<file path="config.mk">
export PLATFORM = sky130hd
export DESIGN_NAME = padp_csr
export DESIGN_NICKNAME = d
export VERILOG_FILES = /design/src/sv/padp_pkg.sv /design/src/sv/padp_csr.sv
export SDC_FILE = /design/constraint.sdc
export NUM_CORES = 1
export LEC_CHECK = 0
export BUFFER_PORTS_ARGS = -buffer_cell sky130_fd_sc_hd__buf_4
export CAP_MARGIN = 20
export CORE_UTILIZATION = 40
export DETAILED_ROUTE_END_ITERATION = 10
export PLACE_DENSITY = 0.76
export SLEW_MARGIN = 5
export SYNTH_ARGS = -nofsm -noshare
export SYNTH_HDL_FRONTEND = slang
export SYNTH_SLANG_ARGS = --single-unit
export TNS_END_PERCENT = 100
</file>
<file path="constraint.sdc">
create_clock -name clock -period 1.18 [get_ports clock]
set_clock_uncertainty 0.2 [all_clocks]
set_input_delay 0.118 -clock clock [delete_from_list [all_inputs] [get_ports clock]]
set_output_delay 0.118 -clock clock [all_outputs]
set_load 0.02 [all_outputs]
</file>
<file path="src/sv/padp_pkg.sv">
// Shared types and constants of the ping-pong audio DAC player.
// No dependencies; every other file of the block but padp_ram imports this package.
`timescale 1ns / 1ps
`default_nettype none
package padp_pkg;

   localparam int SAMPLE_W = 16;
   localparam int CODE_W   = 12;
   localparam int COUNT_W  = 12;

   localparam int CSR_ADDR_W = 4;
   localparam int CSR_DATA_W = 32;
   localparam int CSR_IDX_W  = 2;

   localparam logic [CSR_IDX_W-1:0] REG_PLAY_COUNT    = 2'd0;
   localparam logic [CSR_IDX_W-1:0] REG_IDLE_LEVEL    = 2'd1;
   localparam logic [CSR_IDX_W-1:0] REG_SAMPLE_OFFSET = 2'd2;

   localparam logic [COUNT_W-1:0]  PLAY_COUNT_RST    = 12'd434;
   localparam logic [CODE_W-1:0]   IDLE_LEVEL_RST    = 12'd2048;
   localparam logic [SAMPLE_W-1:0] SAMPLE_OFFSET_RST = 16'd32675;

   localparam logic OP_WRITE = 1'b0;
   localparam logic OP_TICK  = 1'b1;

   typedef struct packed {
      logic [COUNT_W-1:0]  play_count;
      logic [CODE_W-1:0]   idle_level;
      logic [SAMPLE_W-1:0] sample_offset;
   } cfg_type;

   typedef struct packed {
      logic valid;
      logic idle;
   } rd_stage_type;

endpackage
`default_nettype wire

</file>
<file path="src/sv/padp_csr.sv">
// APB-style configuration registers: play count, idle level, sample offset.
// Depends on padp_pkg.
`timescale 1ns / 1ps
`default_nettype none
module padp_csr (
   input  wire logic                              clock,
   input  wire logic                              reset,
   input  wire logic                              csr_psel,
   input  wire logic                              csr_penable,
   input  wire logic                              csr_pwrite,
   input  wire logic [padp_pkg::CSR_ADDR_W-1:0]   csr_paddr,
   input  wire logic [padp_pkg::CSR_DATA_W-1:0]   csr_pwdata,
   output logic      [padp_pkg::CSR_DATA_W-1:0]   csr_prdata,
   output logic                                   csr_pready,
   output padp_pkg::cfg_type                      cfg
);
   import padp_pkg::*;

   cfg_type              cfg_ff;
   cfg_type              cfg_in;
   logic [CSR_IDX_W-1:0] idx;
   logic                 wr_go;

   assign idx   = csr_paddr[CSR_ADDR_W-1:2];
   assign wr_go = csr_psel && csr_penable && csr_pwrite;

   always_comb begin
      cfg_in = cfg_ff;
      if (wr_go) begin
         case (idx)
            REG_PLAY_COUNT:    cfg_in.play_count    = csr_pwdata[COUNT_W-1:0];
            REG_IDLE_LEVEL:    cfg_in.idle_level    = csr_pwdata[CODE_W-1:0];
            REG_SAMPLE_OFFSET: cfg_in.sample_offset = csr_pwdata[SAMPLE_W-1:0];
            default:           cfg_in = cfg_ff;
         endcase
      end
   end

   always_ff @(posedge clock) begin
      if (reset) begin
         cfg_ff.play_count    <= PLAY_COUNT_RST;
         cfg_ff.idle_level    <= IDLE_LEVEL_RST;
         cfg_ff.sample_offset <= SAMPLE_OFFSET_RST;
      end else begin
         cfg_ff <= cfg_in;
      end
   end

   always_comb begin
      case (idx)
         REG_PLAY_COUNT:    csr_prdata = CSR_DATA_W'(cfg_ff.play_count);
         REG_IDLE_LEVEL:    csr_prdata = CSR_DATA_W'(cfg_ff.idle_level);
         REG_SAMPLE_OFFSET: csr_prdata = CSR_DATA_W'(cfg_ff.sample_offset);
         default:           csr_prdata = '0;
      endcase
   end

   assign csr_pready = 1'b1;
   assign cfg        = cfg_ff;
endmodule
`default_nettype wire

</file>
## Word-level counts from Yosys, hierarchy flattened

Index checks and enable logic that the tools add are counted.

| word-level totals | value |
|---|---|
| output and inout port bits | 73 |
| register bits | 40 |
| input port bits | 41 |
| logic and storage cells | 12 |

| operators by class | value |
|---|---|
| multiplexer cells | 1 |
| reduce and logical (&&, ||, !) cells | 6 |
| eq/ne operators | 2 |

Operator list:

| kind | count |
|---|---|
| $pmux 16 s3 | 1 |
| $reduce_and 2->1 | 3 |
| $eq 2x1->1 const B | 1 |
| $eq 2x2->1 const B | 1 |
| $logic_and 1x1->1 | 2 |
| $logic_not 2->1 | 1 |

## Longest topological paths before layout

| logic depth | value |
|---|---|
| depth after elaboration | 3 |
| mapped depth | 5 |
| gate-level depth less buffers | 3 |

## Worst setup path after synthesis

OpenSTA, ideal clock, no wires.

| timing path | value |
|---|---|
| path kind | in2out |
| start | in csr_paddr[3] (netlist bit) |
| end | out csr_prdata[2] (netlist bit) |
| path buffers | 2 |
| required time | 0.862 ns |
| stages on the path | 4 |
| arrival | 1.146 ns |
| slack | -0.284 ns |
| cells stage by stage | buf_2 -> buf_2 -> mux2i_1 -> o21ai_0 |

| between the ends | value |
|---|---|
| word-level cells in the longest chain between the ends | 2 |
| elaborated cells between the ends (all ways) | 4 |
| those cells by class | eq/ne (2); mux (1); reduce/logical (1) |

Ends and longest elaborated chain:

| what | line | source |
|---|---|---|
| from (decl) | padp_csr.sv:11 | `input wire logic [padp_pkg::CSR_ADDR_W-1:0] csr_paddr,` |
| $eq 2x2->1, or another cell as far along | padp_csr.sv:50 | `case (idx)` |
| $pmux 16 s3 (*) | padp_csr.sv:50 |  |
| to (decl) | padp_csr.sv:13 | `output logic [padp_pkg::CSR_DATA_W-1:0] csr_prdata,` |

Every way passes the cells marked *; elsewhere a longest branch is shown, timed or not.

## Worst setup path after layout

| timing path | value |
|---|---|
| start | reg cfg_ff (netlist bit cfg[10]) |
| end | out csr_prdata[10] (netlist bit) |

| between the ends | value |
|---|---|
| word-level cells in the longest chain between the ends | 1 |

Ends and longest elaborated chain:

| what | line | source |
|---|---|---|
| from (decl) | padp_csr.sv:19 | `cfg_type cfg_ff;` |
| from (signal assigned) | padp_csr.sv:45 | `cfg_ff <= cfg_in;` |
| $pmux 16 s3 | padp_csr.sv:50 |  |

No other way between the ends.

==> impl_results.md <==
* Worst Reg-to-Reg Cells at 4
* Min-Delay Startpoint: csr_paddr[3]
* Area leader, netlist: dfxtp_1
* First-pass GRT wire length at 9.60 mm
* Status: complete, but fails checks
* Worst setup margin at -0.183 ns
* Min cycle time layout at 1.36 ns
* Most area-consuming cells after synthesis: dfxtp_1 (39%), mux2i_1 (25%), nand2b_1 (11%), buf_4 (6.9%), nor2_1 (5.3%)
* CP required at 0.86 ns
* Die ar. at 5470 um^2
* CP Cell Sequence: mux2i_1 > o21ai_2 > buf_6
* Die Span X at 74.0 um
* Top post-synthesis cells by count: mux2i_1 (52), dfxtp_1 (40), nand2b_1 (36), nor2_1 (29), buf_4 (19)
* Failing checks: setup timing
* Avg Inst Size Synth at 9.12 um^2
* Synth Area in Compound Gates at 2.90%
* Crit Path Class: flop to output pin
* Slowest library cell on the worst path: dfxtp_2
* Max-slew headroom at 64.9%
* Core region area at 4850 um^2
* Netlist cell types at 21
* Worst Hold Path EP: cfg[26]$_SDFFE_PP0P_
* Max reg flops at 40
* Dpl hpwl at 3.91 mm
* EDFF count, synth at 0
* Area growth syn-to-layout at 76.0%
* Pwr per Cell Area at 791 nW/um^2
* R2r startpoint: cfg[5]$_SDFFE_PP1P_
* Final hold slack at 0.105 ns
* Worst Tran Pin Value at 0.526 ns
* Bufs and invs on worst path at 1
* GRT Residual Overflow at 0
* Slew Limit Fails at 0
* Mux contribution to synthesized area at 25.1%
* Largest family of logic cells by synthesized area: multiplexers
* Clk sinks at 40
* Reg area at 838 um^2
* Final period util at 116%
* Clock root buffer: clkbuf_8
* CP delay by family, top: flip-flops
* Final Power at 0.00288 W
* ANT nets after route at 0
* Starting density of the core at 42.7%
* Vias at 2031
* Fmax at 734 MHz
* Antenna diode count at 0
* Setup violations, final at 19
* Post-synthesis adder-cell area fraction at 0%
* Die Y at 74.0 um
* Min-Delay Path Depth at 4
* Clk slew on worst S/H paths at 0.08 ns
* Crit path max fanout at 2
* Worst setup EP type: output pin
* Post-Syn Area at 2070 um^2
* CP arrival at 1.05 ns
* IO Port Bufs at 78
* Fin. Hold Viols at 0
* I/O Pins at 114
* Layout cells sized above 1 at 54.2%
* Synth Area in Simple Gates at 23.3%
* Register area share after synthesis at 38.7%
* Post-Synthesis Cells at 227
* RR Endpoint: cfg[5]$_SDFFE_PP1P_
* Async SR Flop Fraction at 0%
* Post-Route Utilization at 75.1%
* Register-to-register setup slack at 0.10 ns
* Crit start category: flop
* Longest Clk Path Bufs at 2
* XOR/XNOR Fraction of Synth Area at 0%
* Leak at 1.68 nW
* WL final at 6.25 mm
* GPL Wtd Cong at 0.718
* DR DRC count at 0
* Max_cap viols at 0
* Area of the multi-input gates at 1210 um^2
* H-tree Lvls at 2
* Slowest stage delay, CP at 0.34 ns
* Total Routing Usage GR at 23.3%
* RSZ-0062 raised after global routing: true
* Hold Crit Class: primary input to flop
* DR vias/cell at 4.64
* Largest net degree at the start of global routing at 66
* Post-synthesis register bit count at 40
* Initial antenna violation count at 0
* DR iter-0 viols at 63
* CTS tree: built
* Top-area cell type share of the netlist area at 38.7%
* Final #Nets at 411
* Vias in the first global route at 2070
* Clk_lat worst skew at 0.29 ns
* VDD IR-drop max at 0.000596 V
* # fillers at 355
* Number of buffers created by CTS at 5
* Std cell rows at 25
* Most frequent cell after synthesis: mux2i_1
* Wire length per cell at 14.3 um
* Warnings, synthesis at 0
* Drt pass-1 iters at 4
* Synth Flop Type: dfxtp_1
## final cells by class
| class | instances | share of cell area, % |
|---|---|---|
| Timing Repair Buffer | 152 | 39.1 |
| Tap cell | 67 | 2.30 |
| Multi-Input combinational cell | 171 | 33.2 |
| Clock inverter | 3 | 0.515 |
| Clock buffer | 5 | 1.89 |
| Sequential cell | 40 | 23.0 |
## worst reg2reg max path, delay by kind of cell, from the launching register on
kind / cells / cell delay (ns)
flip-flops: 1 / 0.33
buffers and inverters: 2 / 0.23
AND/OR/NAND/NOR: 1 / 0.12
multiplexers: 1 / 0.09
## per-stage QoR
| stage | setup TNS (ns) | instances | cell area [um^2] | setup slack (ns) |
|---|---|---|---|---|
| after CTS | -1.77 | 428 | 3530 | -0.155 |
| after floorplan | 0 | 242 | 2180 | 0.00244 |
| after global routing | -3.00 | 438 | 3640 | -0.199 |
| final | -1.97 | 438 | 3640 | -0.183 |
| after detailed placement | -4.26 | 382 | 2840 | -0.159 |
| after global placement | -2.76 | 382 | 2840 | -0.112 |
## kinds of logic (layout without fill, tap and decap cells)
kind of cell,Yosys count,in the layout
compound gates,12,12
mux,52,52
flops,40,40
other cells,2,17
buf+inv,31,160
simple gates,90,90
## report_power, final
part           switching, W  total (W)  internal, W
clock network      0.000481   0.000893     0.000412
registers         0.0000146    0.00138      0.00137
logic              0.000299   0.000607     0.000308
## layer usage
metal  up-vias  track usage [%]  wire (um)
met3         9             3.52        175
met2        54             43.6       3330
met5         -                0          0
li1        999                -          -
met1       969             26.8       2650
met4         0             7.91         95
## how the worst max path moves through the flow
stage / from / to / slack, ns / depth (start not counted)
after floorplan: csr_paddr[3] / cfg[33]$_SDFFE_PP1P_ / 0.002 / 4
after global placement: csr_pwrite / cfg[36]$_SDFFE_PP1P_ / -0.11 / 5
after detailed placement: csr_pwrite / cfg[36]$_SDFFE_PP1P_ / -0.16 / 5
after CTS: cfg[3]$_SDFFE_PP0P_ / csr_prdata[3] / -0.15 / 3
after global routing: cfg[9]$_SDFFE_PP1P_ / csr_prdata[9] / -0.20 / 3
final: cfg[10]$_SDFFE_PP1P_ / csr_prdata[10] / -0.18 / 3
## timing repair
| action | 4_1_cts | 5_1_grt |
|---|---|---|
| hold buffers | 16 | 0 |
| endpoints found under the hold margin | 40 | 0 |
| buffers inserted | 22 | 20 |
| gates resized for setup | 92 | 23 |
| endpoints found under the setup margin | 19 | 42 |
| cloned | 0 | 0 |
## placed cells by master, fill, tap and decap left out, types with 2 or more instances in the layout
master,count
conb_1,17
clkinv_2,2
buf_4,71
dfxtp_2,30
mux2i_2,5
dfxtp_1,10
clkbuf_8,5
nand2b_1,36
buf_6,65
mux2i_1,47
nor3b_2,2
nand2_1,12
dlygate4sd3_1,16
nor2_1,29
o21ai_2,12
and2_4,4
Note: power is estimated with default switching activity, not from simulation.
