<file path="src/sv/padp_pkg.sv">
// Shared types and constants of the ping-pong audio DAC player.
// No dependencies; every other file of the block but padp_ram imports this package.
`timescale 1ns / 1ps
`default_nettype none
package padp_pkg;

   localparam int SAMPLE_W = 16;
   localparam int CODE_W   = 12;
   localparam int COUNT_W  = 12;

   localparam int CSR_ADDR_W = 4;
   localparam int CSR_DATA_W = 32;
   localparam int CSR_IDX_W  = 2;

   localparam logic [CSR_IDX_W-1:0] REG_PLAY_COUNT    = 2'd0;
   localparam logic [CSR_IDX_W-1:0] REG_IDLE_LEVEL    = 2'd1;
   localparam logic [CSR_IDX_W-1:0] REG_SAMPLE_OFFSET = 2'd2;

   localparam logic [COUNT_W-1:0]  PLAY_COUNT_RST    = 12'd434;
   localparam logic [CODE_W-1:0]   IDLE_LEVEL_RST    = 12'd2048;
   localparam logic [SAMPLE_W-1:0] SAMPLE_OFFSET_RST = 16'd32675;

   localparam logic OP_WRITE = 1'b0;
   localparam logic OP_TICK  = 1'b1;

   typedef struct packed {
      logic [COUNT_W-1:0]  play_count;
      logic [CODE_W-1:0]   idle_level;
      logic [SAMPLE_W-1:0] sample_offset;
   } cfg_type;

   typedef struct packed {
      logic valid;
      logic idle;
   } rd_stage_type;

endpackage
`default_nettype wire

</file>
<file path="src/sv/padp_rsp_if.sv">
// Result channel of the player: one DAC code beat per tick.
// Depends on padp_pkg for field widths.
`timescale 1ns / 1ps
`default_nettype none
interface padp_rsp_if;
   import padp_pkg::*;

   logic              valid;
   logic              ready;
   logic [CODE_W-1:0] dac_code;
   logic              idle;

   modport source (output valid, output dac_code, output idle, input ready);
   modport sink   (input valid, input dac_code, input idle, output ready);
endinterface
`default_nettype wire

</file>
<file path="src/sv/padp_scale.sv">
// Offset, scaling to a 12-bit DAC code and the result register.
// Depends on padp_pkg and padp_rsp_if.
`timescale 1ns / 1ps
`default_nettype none
module padp_scale (
   input  wire logic                       clock,
   input  wire logic                       reset,
   input  wire padp_pkg::cfg_type          cfg,
   input  wire padp_pkg::rd_stage_type     rd_stage,
   input  wire logic [padp_pkg::SAMPLE_W-1:0] rd_data,
   output logic                            take_rd,
   padp_rsp_if.source                      rsp
);
   import padp_pkg::*;

   logic                out_valid_ff, out_valid_in;
   logic [CODE_W-1:0]   code_ff, code_in;
   logic                idle_ff, idle_in;

   logic [SAMPLE_W-1:0] u;
   logic [27:0]         x, x_sum, q_mul, r_full;
   logic [CODE_W-1:0]   q0, code;
   logic [16:0]         r0;

   // code = floor(u * 4095 / 65535); estimate is low by at most one
   assign u      = rd_data + cfg.sample_offset;
   assign x      = {u, 12'd0} - 28'(u);
   assign x_sum  = x + 28'(x[27:16]);
   assign q0     = x_sum[27:16];
   assign q_mul  = {q0, 16'd0} - 28'(q0);
   assign r_full = x - q_mul;
   assign r0     = r_full[16:0];
   assign code   = (r0 >= 17'd65535) ? q0 + 1'b1 : q0;

   assign take_rd = !out_valid_ff || rsp.ready;

   always_comb begin
      out_valid_in = out_valid_ff;
      code_in      = code_ff;
      idle_in      = idle_ff;
      if (take_rd) begin
         out_valid_in = rd_stage.valid;
         idle_in      = rd_stage.idle;
         code_in      = rd_stage.idle ? cfg.idle_level : code;
      end
   end

   always_ff @(posedge clock) begin
      if (reset) begin
         out_valid_ff <= 1'b0;
      end else begin
         out_valid_ff <= out_valid_in;
      end
      code_ff <= code_in;
      idle_ff <= idle_in;
   end

   assign rsp.valid    = out_valid_ff;
   assign rsp.dac_code = code_ff;
   assign rsp.idle     = idle_ff;
endmodule
`default_nettype wire
</file>
<file path="src/flat_wrapper.sv">
// flat-port wrapper written by rule: the top's interface ports become plain ports
module padp_scale_flat import padp_pkg::*;
  (clock, reset, cfg, rd_stage, rd_data, take_rd, rsp_valid, rsp_dac_code, rsp_idle, rsp_ready);
  padp_rsp_if rsp_i ();
  input  wire logic clock;
  input  wire logic reset;
  input  wire padp_pkg::cfg_type cfg;
  input  wire padp_pkg::rd_stage_type rd_stage;
  input  wire logic [padp_pkg::SAMPLE_W-1:0] rd_data;
  output logic take_rd;
  output wire logic [$bits(rsp_i.valid)-1:0] rsp_valid;
  output wire logic [$bits(rsp_i.dac_code)-1:0] rsp_dac_code;
  output wire logic [$bits(rsp_i.idle)-1:0] rsp_idle;
  input wire logic [$bits(rsp_i.ready)-1:0] rsp_ready;
  assign rsp_valid = rsp_i.valid;
  assign rsp_dac_code = rsp_i.dac_code;
  assign rsp_idle = rsp_i.idle;
  assign rsp_i.ready = rsp_ready;
  padp_scale u_core (.clock(clock), .reset(reset), .cfg(cfg), .rd_stage(rd_stage), .rd_data(rd_data), .take_rd(take_rd), .rsp(rsp_i));
endmodule
</file>
<file path="config.mk">
export PLATFORM = sky130hd
export DESIGN_NAME = padp_scale_flat
export DESIGN_NICKNAME = d
export VERILOG_FILES = /design/src/sv/padp_pkg.sv /design/src/sv/padp_rsp_if.sv /design/src/sv/padp_scale.sv /design/src/flat_wrapper.sv
export SDC_FILE = /design/constraint.sdc
export NUM_CORES = 1
export LEC_CHECK = 0
export ABC_AREA = 1
export ABC_CLOCK_PERIOD_IN_PS = 8540
export BUFFER_PORTS_ARGS = -buffer_cell sky130_fd_sc_hd__buf_4
export CAP_MARGIN = 30
export CELL_PAD_IN_SITES_DETAIL_PLACEMENT = 2
export CELL_PAD_IN_SITES_GLOBAL_PLACEMENT = 2
export CORE_AREA = 4 4 139 141
export DETAILED_ROUTE_END_ITERATION = 12
export DIE_AREA = 0 0 143 145
export GPL_ROUTABILITY_DRIVEN = 1
export PLACE_DENSITY_LB_ADDON = 0.15
export SLEW_MARGIN = 20
export SYNTH_ARGS = -nofsm -noshare
export SYNTH_HDL_FRONTEND = slang
export SYNTH_SLANG_ARGS = --single-unit
</file>
<file path="constraint.sdc">
create_clock -name clock -period 8.54 [get_ports clock]
set_input_delay 1.281 -clock clock [delete_from_list [all_inputs] [get_ports clock]]
set_output_delay 1.281 -clock clock [all_outputs]
set_load 0.01 [all_outputs]
</file>
==> metrics.cfg, run 1 <==
[status]
status=aborted with a tool error
lastStage=5_1_grt
stop_error=[ERROR DPL-0033] detailed placement checks failed during check placement.

[placed_design]
place.gp.congestion=0.897
io_buffers=63
post-dp-hpwl_mm=22.9

[yosys]
postSynthCellCount=833
seq_area_frac_synth_pct=8.58
syn-cell-area_um2=4790
synth.avg_cell_area_um2=5.75
ys_seq_elements=14
ys_types=51
synth_flop_cell=edfxtp_1
syn_nets=942
async_reset_ff_share_pct=0
ys_warn_count=0
synth_edf_count=13

[clock_tree]
htree_levels=1
root_buffer=clkbuf_16
cts_num_sinks=14
cts_inserted_buffers=3
holdBufCountCts=0
clockBufferDepth=2

[grt]
grt_max_degree=16
antenna_found_initial=0

[sta]
endpoint_type=register input
worst_endpoint=u_core.rsp.dac_code[4]$_DFFE_PP_/D

[die]
ioPinCount=76
start_util_pct=26.6
die_w_um=143
die_height_um=145
rows=49

-- metrics by stage --
stage	worst slack [ns]	area, µm²	hold WS [ns]	cells	setup TNS (ns)
CTS	-0.00398	8690	1.03	1426	-0.00848
detailed placement	-1.81	7540	1.03	1386	-20.95
global placement	-0.849	7540	0.906	1386	-9.63
floorplan	0.0452	4790	0.874	833	0
-- repair_timing --
action | CTS
setup endpoints to repair | 12
resized for setup | 164
setup buffers | 37
pin swaps | 69
-- cells in the mapped netlist (2+ instances only) --
| cell type | number | share of area, % |
|---|---|---|
| a21o_1 | 2 | 0.31 |
| a21oi_1 | 31 | 3.2 |
| clkinv_1 | 8 | 0.63 |
| edfxtp_1 | 13 | 8.2 |
| ha_1 | 47 | 12 |
| inv_1 | 125 | 9.8 |
| inv_2 | 5 | 0.39 |
| nand2_1 | 278 | 22 |
| nand2_2 | 31 | 4.1 |
| nand2_4 | 3 | 0.71 |
| nand3_1 | 75 | 7.8 |
| nand3_2 | 10 | 2.1 |
| nand3b_1 | 8 | 1.3 |
| nand4_1 | 13 | 1.7 |
| nor2_1 | 60 | 4.7 |
| nor2_2 | 13 | 1.7 |
| nor2_4 | 4 | 0.94 |
| nor3_1 | 13 | 1.4 |
| nor3_2 | 3 | 0.63 |
| o211ai_1 | 2 | 0.31 |
| o21ai_0 | 17 | 1.8 |
| o21ai_1 | 3 | 0.31 |
| or2_2 | 3 | 0.39 |
| xnor2_1 | 10 | 1.8 |
| xor2_1 | 27 | 4.9 |
| xor2_2 | 4 | 1.4 |
-- logic make-up after synthesis --
logic type / synth area share [%]
simple gates: 51.1
buf+inv: 11.5
compound gates: 7.53
fa+ha+maj: 12.7
xor+xnor: 8.60
flops: 8.58
==> run 2, diff against run 1 <==
- ABC_CLOCK_PERIOD_IN_PS: 8540 -> 11100
- CELL_PAD_IN_SITES_DETAIL_PLACEMENT: 2 -> default
- CELL_PAD_IN_SITES_GLOBAL_PLACEMENT: 2 -> default
- CORE_AREA: 4 4 139 141 -> 4 4 115 117
- DIE_AREA: 0 0 143 145 -> 0 0 119 121
- clock period: 8.54 -> 11.1 ns (I/O delays scaled with it)
==> run 2 against run 1 <==
Net effect:
- the flow now finishes without violations
- synthesized cell count unchanged
- area after synthesis unchanged
==> metrics.cfg, run 2 <==
[yosys]
synth_edf_count=13  ; unchanged
yosysMostFrequentCell=nand2_1  ; unchanged
syn_nets=942  ; unchanged
postSynthCellCount=833  ; unchanged
synthTopCellsByCount=278 x nand2_1, 125 x inv_1, 75 x nand3_1  ; unchanged
synth.avg_cell_area_um2=5.75  ; unchanged
ys_seq_elements=14  ; unchanged
ys_warn_count=0  ; unchanged
seq_area_frac_synth_pct=8.58  ; unchanged
async_reset_ff_share_pct=0  ; unchanged
synth_top_area_share_pct=21.8  ; unchanged
ys_top_cells_by_area=nand2_1 22%, ha_1 12%, inv_1 9.8%  ; unchanged
synth_flop_cell=edfxtp_1  ; unchanged
ys_types=51  ; unchanged
synth_top_cell_by_area=nand2_1  ; unchanged
syn-cell-area_um2=4790  ; unchanged

[worst_setup_path]
rrSetupSlack_ns=9.99
crit_top_cell=nand2_1
crit_slowest_cell=ha_1
cp-end-kind=register
arrival_ns=9.89
start_kind=input port
crit_path_max_fanout=13
crit_path_max_incr_delay_ns=0.39
critPathKind=in2reg
reg2reg_depth=1
worstPathRequired_ns=11.09
r2r-start=u_core.rsp.valid$_SDFFE_PP0P_
r2r_end=u_core.rsp.dac_code[1]$_DFFE_PP_

[routing]
drt_iter0_drc=329
postRouteAntennaNets=0
detail_route.wl_per_cell_um=12.4
drc_errors=0
vias_per_cell=4.76
via_count=5098
dr.pass1.iters=7
drt_wl_total_mm=13.2

[final_layout]
fin_nets=1010
nFillCells=1374
final_common_cell=nand2_1
largest_reg_flops=12
synthToLayoutAreaGrowth_pct=16.9
antenna_cells=0
final_cell_mix=278 x nand2_1, 125 x inv_1, 75 x nand3_1
fin_util_pct=45.3
drive_above_1_share_pct=17.7

[die]
start_util_pct=38.7  ; was 26.6%
ioPinCount=76  ; unchanged
rows=41  ; was 49
die_height_um=121  ; was 145 µm
core_area_um2=12400
die_w_um=119  ; was 143 µm
die-area_um2=14400

[grt]
grt_util_all_layers_pct=18.5
grt_max_degree=16
grt_pass1_wl_mm=22.4
grt_overflow_total=0
antenna_found_initial=0
grt_pass1_vias=4723

[status]
status=complete, no violations  ; was aborted with a tool error

[sta]
setup_viol=0
setup_tns_ns=0
fin_crit_ns=9.90
tightest_slew_ns=0.590
layout_setup_ws_ns=1.20
rsz0062_at_grt=no
slew-limit-headroom_pct=60.6
slew_violations=0
fin_crit_sh_pct=89.2
whs_ns=0.908
hold_viol=0
max_freq_mhz=101
fin_skew_ns=0.000960

[clock_tree]
cts_tree=done
worstSkewPairLatency_ns=0.24
root_buffer=clkbuf_16  ; unchanged
cts_inserted_buffers=3  ; unchanged
htree_levels=1  ; unchanged
clk_pin_slew_ns=0.04
cts_setup_buffers=0  ; was 37
cts_num_sinks=14  ; unchanged
clockBufferDepth=2  ; unchanged

[run]
cap_violations=0

[power]
p_clk_share_pct=6.5
seq_power_share_pct=8.7
ir_drop_v=0.0000695
p_int_uw=488
p_switching_uw=636
switching_share_pct=56.5
powerDensity_nw_per_um2=201
pwr-share-comb_pct=84.8
cellLeakagePower_uw=0.00309

[placed_design]
io_buffers=63  ; unchanged
post-dp-hpwl_mm=11.7  ; was 22.9 mm
dp_worst_setup_slack_ns=0.740  ; was -1.81 ns
place.gp.congestion=0.929  ; was 0.897

[hold_path]
hold_start=u_core.rsp.valid$_SDFFE_PP0P_
hold_path_class=reg2reg
min_path_cells=2
hold_path_end=u_core.rsp.valid$_SDFFE_PP0P_

[run 2: cell counts after synthesis]
No cell type changed its count.
[run 2: worst max path at each step]
stage	from	end	slack (ns)	cells past startpoint
after global placement	cfg[2]	u_core.rsp.dac_code[0]$_DFFE_PP_	0.64	62
after detailed placement	cfg[2]	u_core.rsp.dac_code[0]$_DFFE_PP_	0.74	61
after floorplan	cfg[2]	u_core.rsp.dac_code[10]$_DFFE_PP_	2.22	62
after global routing	rd_data[7]	u_core.rsp.dac_code[0]$_DFFE_PP_	0.08	61
final	cfg[2]	u_core.rsp.dac_code[0]$_DFFE_PP_	1.20	61
after CTS	cfg[2]	u_core.rsp.dac_code[0]$_DFFE_PP_	0.96	61
[run 2: layout make-up]
class                      count  area, µm²  area share [%]
multi-input combinational    676       3850            68.9
inverter                     138        518            9.26
timing repair buffer          68        510            9.12
sequential                    14        410            7.33
tap                          172        215            3.85
clock buffer                   4       88.8            1.59
[run 2: power groups by stage]
stage / clock network, µW / registers [µW] / logic [µW]
2_1_floorplan: 0 / 112 / 715
3_3_place_gp: 0 / 98.5 / 941
3_5_place_dp: 0 / 98.8 / 936
4_1_cts: 75.6 / 98.1 / 941
5_1_grt: 77.3 / 100 / 1090
6_report: 73.4 / 97.8 / 953
[run 2: worst max-delay path, delay by kind of cell]
family	cells	cell delay [ns]
AO/OA/AOI/OAI	8	1.15
XOR/XNOR	3	0.75
adder cells (fa/ha/maj)	4	1.45
buffers and inverters	6	0.47
AND/OR/NAND/NOR	40	4.40
[run 2: kinds of logic after synthesis]
logic type | count (synthesis) | synth area share, %
xor+xnor | 42 | 8.60
fa+ha+maj | 48 | 12.7
flops | 14 | 8.58
simple gates | 523 | 51.1
compound gates | 63 | 7.53
buf+inv | 143 | 11.5
[run 2: per-stage QoR]
step                      power [µW]  area, µm²  instances
after CTS                       1120       5570       1072
after global routing            1270       5600       1072
final                           1120       5600       1072
after floorplan                  828       4790        833
after detailed placement        1030       5480       1068
after global placement          1040       5480       1068
[run 2: what timing repair did]
| action | CTS | global route |
|---|---|---|
| hold buffers | 0 | 0 |
| endpoints found under the setup margin | 0 | 12 |
| resized for setup | 0 | 4 |
| endpoints found under the hold margin | 0 | 0 |
[run 2: metal layers]
layer	vias to the layer above	track usage [%]	routed length, µm
met5	-	0	0
met4	0	4.42	306
met3	18	1.59	591
met2	117	31.3	5930
met1	2169	25.4	6420
li1	2794	-	-
(Power assumes the default switching activity.)
==> run 3, diff against run 2 <==
--- a/config.mk
+++ b/config.mk
@@ -10,7 +10,7 @@
 export BUFFER_PORTS_ARGS = -buffer_cell sky130_fd_sc_hd__buf_4
 export CAP_MARGIN = 30
-export CORE_AREA = 4 4 115 117
+export CORE_AREA = 4 4 144 146
 export DETAILED_ROUTE_END_ITERATION = 12
-export DIE_AREA = 0 0 119 121
+export DIE_AREA = 0 0 148 150
 export GPL_ROUTABILITY_DRIVEN = 1
 export PLACE_DENSITY_LB_ADDON = 0.15
==> constraint.sdc (replaced) <==
create_clock -name clock -period 11.1 [get_ports clock]
set_input_delay 2.22 -clock clock [delete_from_list [all_inputs] [get_ports clock]]
set_output_delay 2.22 -clock clock [all_outputs]
set_load 0.01 [all_outputs]
==> run 3 against run 2 <==
Net effect:
- via count increased by 4.2%
- sequential power fell by 0.6%
- flip-flop and latch count unchanged
- die area increased by 54%
- first-iteration DRC count is 4.6% lower
- power grew 14%
- global-route usage fell by 4.8 points
- clock-buffer cell count stayed put
- utilization fell by 14 points
- combinational power up 15%
- final area grew 9.9%
- largest power group unchanged
- highest routed layer unchanged
==> metrics.cfg, run 3 (synthesis gave the netlist of run 2 again) <==
[power]
ir_drop_v=0.0000733  ; was 0.0000695 V
powerDensity_nw_per_um2=207  ; was 201 nW/µm²
cellLeakagePower_uw=0.00334  ; was 0.00309 µW

[final_layout]
synthToLayoutAreaGrowth_pct=28.5  ; was 16.9%
drive_above_1_share_pct=23.5  ; was 17.7%
final_cell_mix=276 x nand2_1, 125 x inv_1, 122 x buf_4  ; was 278 x nand2_1, 125 x inv_1, 75 x nand3_1
fin_cells=1219  ; was 1072
antenna_cells=0  ; unchanged
final_common_cell=nand2_1  ; unchanged
fin_nets=1064  ; was 1010
largest_reg_flops=12  ; unchanged

[routing]
postRouteAntennaNets=0  ; unchanged
drt_wl_total_mm=15.3  ; was 13.2 mm
via_count=5313  ; was 5098
detail_route.wl_per_cell_um=12.5  ; was 12.4 µm
vias_per_cell=4.36  ; was 4.76
dr.pass1.iters=6  ; was 7
drc_errors=0  ; unchanged
drt_iter0_drc=314  ; was 329

[die]
die-area_um2=22200  ; was 14400 µm²
ioPinCount=76  ; unchanged
die_height_um=150  ; was 121 µm
core_area_um2=19400  ; was 12400 µm²
rows=51  ; was 41
start_util_pct=24.7  ; was 38.7%
die_w_um=148  ; was 119 µm

[sta]
slew_violations=0  ; unchanged
fin_crit_sh_pct=92.2  ; was 89.2%
hold_viol=0  ; unchanged
setup_viol=0  ; unchanged
whs_ns=0.945  ; was 0.908 ns
tightest_slew_ns=0.634  ; was 0.590 ns
fin_crit_ns=10.24  ; was 9.90 ns
fin_skew_ns=0.00359  ; was 0.000960 ns
layout_setup_ws_ns=0.862  ; was 1.20 ns
slew-limit-headroom_pct=57.6  ; was 60.6%
setup_tns_ns=0  ; unchanged
max_freq_mhz=97.7  ; was 101 MHz

[hold_path]
hold_start=u_core.rsp.valid$_SDFFE_PP0P_  ; unchanged
hold_path_class=reg2reg  ; unchanged
hold_path_end=u_core.rsp.valid$_SDFFE_PP0P_  ; unchanged
min_path_cells=2  ; unchanged

[clock_tree]
cts_resized=0  ; unchanged
worstSkewPairLatency_ns=0.24  ; about the same
root_buffer=clkbuf_16  ; unchanged
htree_levels=1  ; unchanged
clk_pin_slew_ns=0.04  ; about the same
cts_tree=done  ; unchanged
cts_inserted_buffers=3  ; unchanged
cts_setup_buffers=0  ; unchanged
cts_num_sinks=14  ; unchanged
holdBufCountCts=0  ; unchanged
clockBufferDepth=2  ; unchanged

[worst_setup_path]
critPathBufInv=7  ; was 6
critPathTopFamily=simple AND/OR/NAND/NOR gates  ; unchanged
crit_start=cfg[0]  ; was cfg[2]
crit_path_max_incr_delay_ns=0.40  ; was 0.39 ns
worstPathRequired_ns=11.10  ; was 11.09 ns
crit_path_max_fanout=7  ; was 13
r2r-start=u_core.rsp.valid$_SDFFE_PP0P_  ; unchanged
r2r_end=u_core.rsp.dac_code[0]$_DFFE_PP_  ; was u_core.rsp.dac_code[1]$_DFFE_PP_
crit_top_cell=nand2_1  ; unchanged
crit_slowest_cell=fa_2  ; was ha_1
cp-end-kind=register  ; unchanged
arrival_ns=10.23  ; was 9.89 ns
reg2reg_depth=1  ; unchanged
start_kind=input port  ; unchanged
rrSetupSlack_ns=9.96  ; was 9.99 ns
critPathKind=in2reg  ; unchanged

[grt]
grt_util_all_layers_pct=13.6  ; was 18.5%
grt_pass1_vias=5001  ; was 4723
grt_max_degree=16  ; unchanged
antenna_found_initial=0  ; unchanged
grt_overflow_total=0  ; unchanged
grt_pass1_wl_mm=25.1  ; was 22.4 mm

[status]
status=complete, no violations  ; unchanged

[placed_design]
place.gp.congestion=0.885  ; was 0.929
io_buffers=63  ; unchanged
post-dp-hpwl_mm=13.7  ; was 11.7 mm
placed_cells=1215  ; was 1068
dp_worst_setup_slack_ns=0.411  ; was 0.740 ns

[run]
cap_violations=0  ; unchanged

run 3: cell types whose count changed in the layout (fill, tap and decap cells not counted), moves of 2 or more:
cell	change
buf_4	+54
ha_2	+2
nand2_2	+3
a21oi_1	-3
nand2_1	-2
ha_1	-2
a21oi_2	+3
run 3: worst max path at each step:
stage / end / slack [ns] / cells after the start
floorplan: u_core.rsp.dac_code[10]$_DFFE_PP_ / 1.67 / 62
global placement: u_core.rsp.dac_code[10]$_DFFE_PP_ / 0.29 / 62
detailed placement: u_core.rsp.dac_code[11]$_DFFE_PP_ / 0.41 / 62
CTS: u_core.rsp.dac_code[11]$_DFFE_PP_ / 0.64 / 62
global route: u_core.rsp.dac_code[11]$_DFFE_PP_ / -0.008 / 64
finish: u_core.rsp.dac_code[11]$_DFFE_PP_ / 0.86 / 62
run 3: power breakdown:
part / leakage (µW) / switching [µW] / total [µW] / internal [µW]
combinational: 0.00315 / 661 / 1100 / 442
sequential: 0.000146 / 5.34 / 97.2 / 91.9
clock: 0.0000442 / 20.9 / 75.5 / 54.6
total: 0.00334 / 687 / 1280 / 589
run 3: area by class of cell:
class                      instances  area [µm²]
fill                            2244       13200
multi-input combinational        676        3890
timing repair buffer             122         916
inverter                         138         518
sequential                        14         410
tap                              265         332
clock buffer                       4        88.8
run 3: layer usage:
metal  wire length [µm]  vias up  global-route usage [%]
li1                   -     2888                       -
met1               7960     2318                    20.6
met2               6590       99                    21.6
met3                612        8                    1.36
met4                140        0                    1.34
met5                  0        -                       0
run 3: metrics by stage:
| step | instance area, µm² | utilization (%) | total power (µW) |
|---|---|---|---|
| 6_report | 6150 | 31.7 | 1280 |
| 5_1_grt | 6150 | 31.7 | 1420 |
| 4_1_cts | 6090 | 31.4 | 1270 |
| 3_5_place_dp | 6000 | 30.9 | 1190 |
| 3_3_place_gp | 6000 | 30.9 | 1190 |
| 2_1_floorplan | 4790 | - | 828 |
